$ cat src/rtl/rfft_pkg.sv
package rfft_pkg;

  localparam int SAMPLE_W = 16;
  localparam int WORK_W   = 24;
  localparam int BIN_W    = 7;

  localparam real PI = 3.14159265358979323846;

  localparam logic signed [WORK_W-1:0] SUM_MAX = 24'sh7FFFFF;
  localparam logic signed [WORK_W-1:0] SUM_MIN = -24'sh800000;

  localparam logic REQ_PUSH = 1'b0;
  localparam logic REQ_READ = 1'b1;

  typedef struct packed {
    logic                       req_type;
    logic signed [SAMPLE_W-1:0] sample;
    logic [BIN_W-1:0]           bin_index;
  } item_t;

  typedef enum logic [3:0] {
    ST_IDLE,
    ST_LD_RD,
    ST_LD_WR,
    ST_BF_RDO,
    ST_BF_RDE,
    ST_M0,
    ST_M1,
    ST_M2,
    ST_M3,
    ST_M4,
    ST_WE,
    ST_WO,
    ST_RD_OUT
  } eng_state_t;

  function automatic logic signed [WORK_W-1:0] sat_work(input logic signed [WORK_W+2:0] v);
    logic signed [WORK_W-1:0] r;
    if (v > $signed({{3{SUM_MAX[WORK_W-1]}}, SUM_MAX})) begin
      r = SUM_MAX;
    end else if (v < $signed({{3{SUM_MIN[WORK_W-1]}}, SUM_MIN})) begin
      r = SUM_MIN;
    end else begin
      r = v[WORK_W-1:0];
    end
    return r;
  endfunction

endpackage

$ cat src/rtl/rfft_front.sv
module rfft_front
  import rfft_pkg::*;
(
  input  logic  clk,
  input  logic  rst,
  input  logic  in_valid,
  output logic  in_ready,
  input  item_t in_item,
  output logic  q_valid,
  input  logic  q_take,
  output item_t q_item
);

  item_t      slot [2];
  logic       wptr;
  logic       rptr;
  logic [1:0] count;
  logic       push;
  logic       pop;

  assign in_ready = (count != 2'd2);
  assign q_valid  = (count != 2'd0);
  assign q_item   = slot[rptr];
  assign push     = in_valid && in_ready;
  assign pop      = q_valid && q_take;

  always_ff @(posedge clk) begin
    if (push) begin
      slot[wptr] <= in_item;
    end
  end

  always_ff @(posedge clk) begin
    if (rst) begin
      wptr  <= 1'b0;
      rptr  <= 1'b0;
      count <= 2'd0;
    end else begin
      if (push) begin
        wptr <= ~wptr;
      end
      if (pop) begin
        rptr <= ~rptr;
      end
      case ({push, pop})
        2'b10:   count <= count + 2'd1;
        2'b01:   count <= count - 2'd1;
        default: count <= count;
      endcase
    end
  end

endmodule

$ cat config.mk
export PLATFORM = sky130hd
export DESIGN_NAME = rfft_front
export DESIGN_NICKNAME = d
export VERILOG_FILES = /design/src/rtl/rfft_pkg.sv /design/src/rtl/rfft_front.sv
export SDC_FILE = /design/constraint.sdc
export NUM_CORES = 1
export LEC_CHECK = 0
export ABC_AREA = 1
export BUFFER_PORTS_ARGS = -buffer_cell sky130_fd_sc_hd__buf_2
export CORE_UTILIZATION = 51
export DETAILED_ROUTE_END_ITERATION = 10
export PLACE_DENSITY = 0.77
export SLEW_MARGIN = 40
export SYNTH_ARGS = -nofsm -noshare
export SYNTH_HDL_FRONTEND = slang
export SYNTH_SLANG_ARGS = --single-unit
$ cat constraint.sdc
create_clock -name clk -period 2.5 [get_ports clk]
set_clock_uncertainty 0.15 [all_clocks]
set_input_delay 0.125 -clock clk [delete_from_list [all_inputs] [get_ports clk]]
set_output_delay 0.125 -clock clk [all_outputs]
set_load 0.005 [all_outputs]
; After elaboration in Yosys (flattened, before gate mapping)
; Memory sizes are Yosys's and may differ from the RTL's. A register that Yosys moved wholly into a read port is not among the register bits.
; Index checks and enable logic that the tools add are counted.
[op_classes]
eq_ne = 3
muxes = 5
reduce_logical = 4
bitwise = 2
addsub = 2
[op_table]
columns = op, count
row1 = two-way mux 1 bit, 4
row2 = case mux 2 bit (2 select lines), 1
row3 = nonzero test 2 bit, 2
row4 = "adder 2 x 1 -> 2 bit, second input constant", 1
row5 = "equality test 2 x 1 -> 1 bit, second input constant", 1
row6 = "equality test 2 bit, second input constant", 1
row7 = logical AND 1 bit, 2
row8 = "inequality test 2 bit, second input constant", 1
row9 = inverter 1 bit, 2
row10 = "subtractor 2 x 1 -> 2 bit, second input constant", 1
[totals]
n_memories = 1
register_bits = 4
ramBits = 48
elab_cells = 20
out_inout_bits = 26
[memory_table]
columns = name, depth, width, read_ports, rd_clocked_by_memory_dff, write_ports, line
row1 = slot, 2, 24, 1, 1, 1, rfft_front.sv:14  ; item_t slot [2];

; Logic depth before layout (Yosys ltp)
[depth]
word_depth = 4
depth_mapped = 10
mapped_depth_nobuf = 10

; Least setup slack after synthesis
; No wires, ideal clock.
[synth_path]
kind = register to register
startpoint = register count[0]
endpoint = memory slot[1][0] in the netlist's numbering, enable pin
stages_incl_launch_ff = 5
required_ns = 1.945
synth_period_minus_slack_ns = 2.154
setup_ns = 0.405
path_slack_ns = 0.346
arrival_ns = 1.599
cell_sequence = dfxtp_1 inv_2 nand2_2 nand2_1 nor2_1
[synth_between]
elab_chain_len = 4
[synth_lines]
columns = item, line
row1 = start: declaration, rfft_front.sv:17  ; logic [1:0] count;
row2 = start signal: assignment, rfft_front.sv:46  ; 2'b10: count <= count + 2'd1;
row3 = start signal: assignment, rfft_front.sv:47  ; 2'b01: count <= count - 2'd1;
row4 = start signal: assignment, rfft_front.sv:48  ; default: count <= count;
row5 = inequality test 2 bit, rfft_front.sv:21  ; assign in_ready = (count != 2'd2);
row6 = named net in_ready, rfft_front.sv:7  ; output logic in_ready,
row7 = logical AND 1 bit, rfft_front.sv:24  ; assign push = in_valid && in_ready;
row8 = two-way mux 1 bit, rfft_front.sv:28  ; if (push) begin
row9 = two-way mux 1 bit (implied by the code), rfft_front.sv:29  ; slot[wptr] <= in_item;
row10 = end: declaration, rfft_front.sv:14
; The timed path passes the listed nets, and every way through them passes these cells.

==> impl_metrics.py <==
metrics = {
    "clocking": {
        "clk_path_buf_depth": 2,
        "cts_hold_buffers": 25,
        "post_cts_setup_buffer_count": 0,
        "root_buffer": "clkbuf_8",
        "cts_htree_levels": 2,
        "cts_tree": "done",
        "worst_skew_pair_latency_ns": 0.31,
        "ctsResizeCount": 0,
        "path_clk_slew_ns": 0.08,
        "numCtsBuffers": 5,
        "cts_sinks": 53,
    },
    "timing": {
        "unrepaired_setup_endpoints_after_global_routing": "false",
        "final-hold-violation-count": 0,
        "worst_hold_slack_ns": 0.0342,
        "timing.final.setup_violations": 0,
        "slew_at_the_pin_closest_to_its_max_slew_limit_ns": 0.244,
        "tns_ns": 0,
        "slew-limit-headroom": 0.838,
        "final.period_utilization": 0.668,
        "achievable-frequency_mhz": 599,
        "final-max-slew-violation-count": 0,
        "period_needed_ns": 1.67,
    },
    "hold_path": {
        "hold_class": "in -> reg",
    },
    "place": {
        "finalWeightedCongestion": 0.710,
        "numPortBuffers": 53,
        "post-dp-hpwl_um": 2330,
        "placed_cells": 217,
    },
    "floorplanning": {
        "die_y_um": 65.9,
        "placeableCoreArea_um2": 3800,
        "die_area_um2": 4340,
        "number_of_top_level_design_ports": 54,
        "die_width_um": 65.9,
        "floorplan.initialDensity": 0.548,
        "number_of_placement_rows": 22,
    },
    "global_routing": {
        "pin_count_of_the_biggest_net_entering_global_routing": 16,
        "grt_first_pass_wirelength_um": 5490,
        "grt_pass1_vias": 1269,
        "grt-ovfl-total": 0,
        "grt_util_all_layers": 0.181,
        "antenna_found_initial": 0,
    },
    "setup_path": {
        "timing.critical_path.max_delay_family": "buffers and inverters",
        "worstPathCellList": "buf_4 > mux2_2 > buf_2",
        "cp_data_arrival_time_ns": 1.40,
        "worst_ep_required_time_ns": 2.23,
        "endpoint_kind": "output pin",
        "critical_path.max_stage_delay_ns": 0.36,
        "critical_path.n_buffers_inverters": 2,
        "critPathLaunchType": "register",
        "cp_max_fo": 13,
        "timing_worst_setup_path_type": "reg -> out",
        "timing.critical_path.slowest_stage_cell": "mux2_2",
    },
    "synth": {
        "proportion_of_synthesized_chip_area_in_sequential_cells": 0.740,
        "synth-warning-count": 0,
        "ys_seq_elements": 53,
        "synthesis.area_per_instance_um2": 18.4,
        "synth.net_count": 142,
        "post_synth_instance_area_um2": 2080,
        "syn-instance-count": 113,
        "synthDistinctLibCells": 16,
    },
    "final_layout": {
        "antenna_cells": 0,
        "synthToLayoutAreaGrowth_pct": 32.7,
        "num-nets-final": 230,
        "fin_util": 0.727,
        "drive_above_1_share": 0.460,
        "final_cells": 250,
    },
    "drt": {
        "route.vias.total": 1192,
        "initialDrtViolationCount": 55,
        "drc_errors": 0,
        "detail_route.vias_per_cell": 4.77,
        "detail_route.wl_per_cell_um": 14.0,
        "drt-total-wl_um": 3490,
        "drtPass1Iterations": 4,
        "drtAntennaViolNets": 0,
    },
    "flow_run": {
        "max-cap-violations": 0,
    },
    "power": {
        "cellPowerDensity_nw_per_um2": 795,
        "leakagePower_nw": 1.13,
        "worst_ir_drop_vdd_v": 0.000456,
    },
    "outcome": {
        "status": "finished clean",
    },
}
[area by class of cell]
| type | count | area [um^2] |
|---|---|---|
| multi-input combinational | 49 | 464 |
| sequential | 53 | 1540 |
| fill | 249 | 1040 |
| clock inverter | 2 | 33.8 |
| timing repair buffer | 84 | 561 |
| clock buffer | 6 | 72.6 |
| inverter | 8 | 30.0 |
| tap | 48 | 60.1 |
[worst paths after layout]
kind / startpoint / to / slack, ns / cells past startpoint
hold / removal: in_valid / wptr / 0.03 / 3
setup reg to reg: count[0] / count[1] / 0.92 / 9
hold reg to reg: count[0] / count[0] / 0.40 / 2
setup / recovery: register / q_item[18] / 0.83 / 3
[cell usage after synthesis]
master / n / area [um^2]
edfxtp_1: 48 / 1440
mux2_4: 20 / 300
nor2_1: 10 / 37.5
inv_1: 7 / 26.3
nand2_1: 7 / 26.3
dfxtp_1: 5 / 100
mux2_2: 4 / 45.0
a21oi_1: 2 / 10.0
buf_12: 2 / 40.0
o21ai_0: 2 / 10.0
buf_6: 1 / 11.3
ha_1: 1 / 12.5
inv_2: 1 / 3.75
nand2_2: 1 / 6.26
nand4_1: 1 / 6.26
o21ai_1: 1 / 5.00
[placed cells by master, fill, tap and decap left out, types with 2 or more instances in the layout]
cell type	count
a21oi_1	2
buf_2	53
buf_4	6
clkbuf_8	5
dfxtp_1	5
dlygate4sd3_1	25
edfxtp_1	48
inv_1	7
mux2_2	4
mux2_4	20
nand2_1	7
nor2_1	8
nor2_2	2
o21ai_0	2
[sequential cells by signal, summed over array words and instances (netlist names), named ones only]
name and count:
slot 48, count 2, rptr 1, wptr 1
[tightest hold or removal path: stages]
cell,delay [ns]
buf_2,0.10
a21oi_1,0.07
nor2_1,0.15
[cells by family (layout without fill, tap and decap cells)]
family | after synthesis | in the layout | share of synthesized area
AOI/OAI and AO/OA | 5 | 5 | 0.0120
adders and majority gates | 1 | 1 | 0.00601
buffers and inverters | 11 | 100 | 0.0391
DFF | 53 | 53 | 0.740
muxes | 24 | 24 | 0.166
and+or+nand+nor | 19 | 19 | 0.0367
[metal layers]
metal  routed length, um  vias up  track usage
met5                   0        -            0
met4                  65        0       0.0951
met3                 160        7       0.0552
met2                1900       34        0.330
met1                1370      565        0.180
li1                    -      586            -
[power by group]
group          switching, mW  total (mW)  leakage [nW]  internal [mW]
Combinational          0.237       0.522         0.588          0.285
Sequential            0.0372        1.12         0.490           1.08
Clock                  0.260       0.556        0.0528          0.296
Total                  0.535        2.20          1.13           1.66
[per-stage QoR]
step / worst slack, ns / power [mW] / area (um^2)
final: 0.830 / 2.20 / 2760
after global routing: 0.749 / 2.29 / 2760
after CTS: 0.818 / 2.20 / 2760
after detailed placement: 0.933 / 1.63 / 2410
after global placement: 1.06 / 1.60 / 2410
after floorplan: 0.346 / 1.47 / 2080
Note: power is estimated with default switching activity, not from simulation.
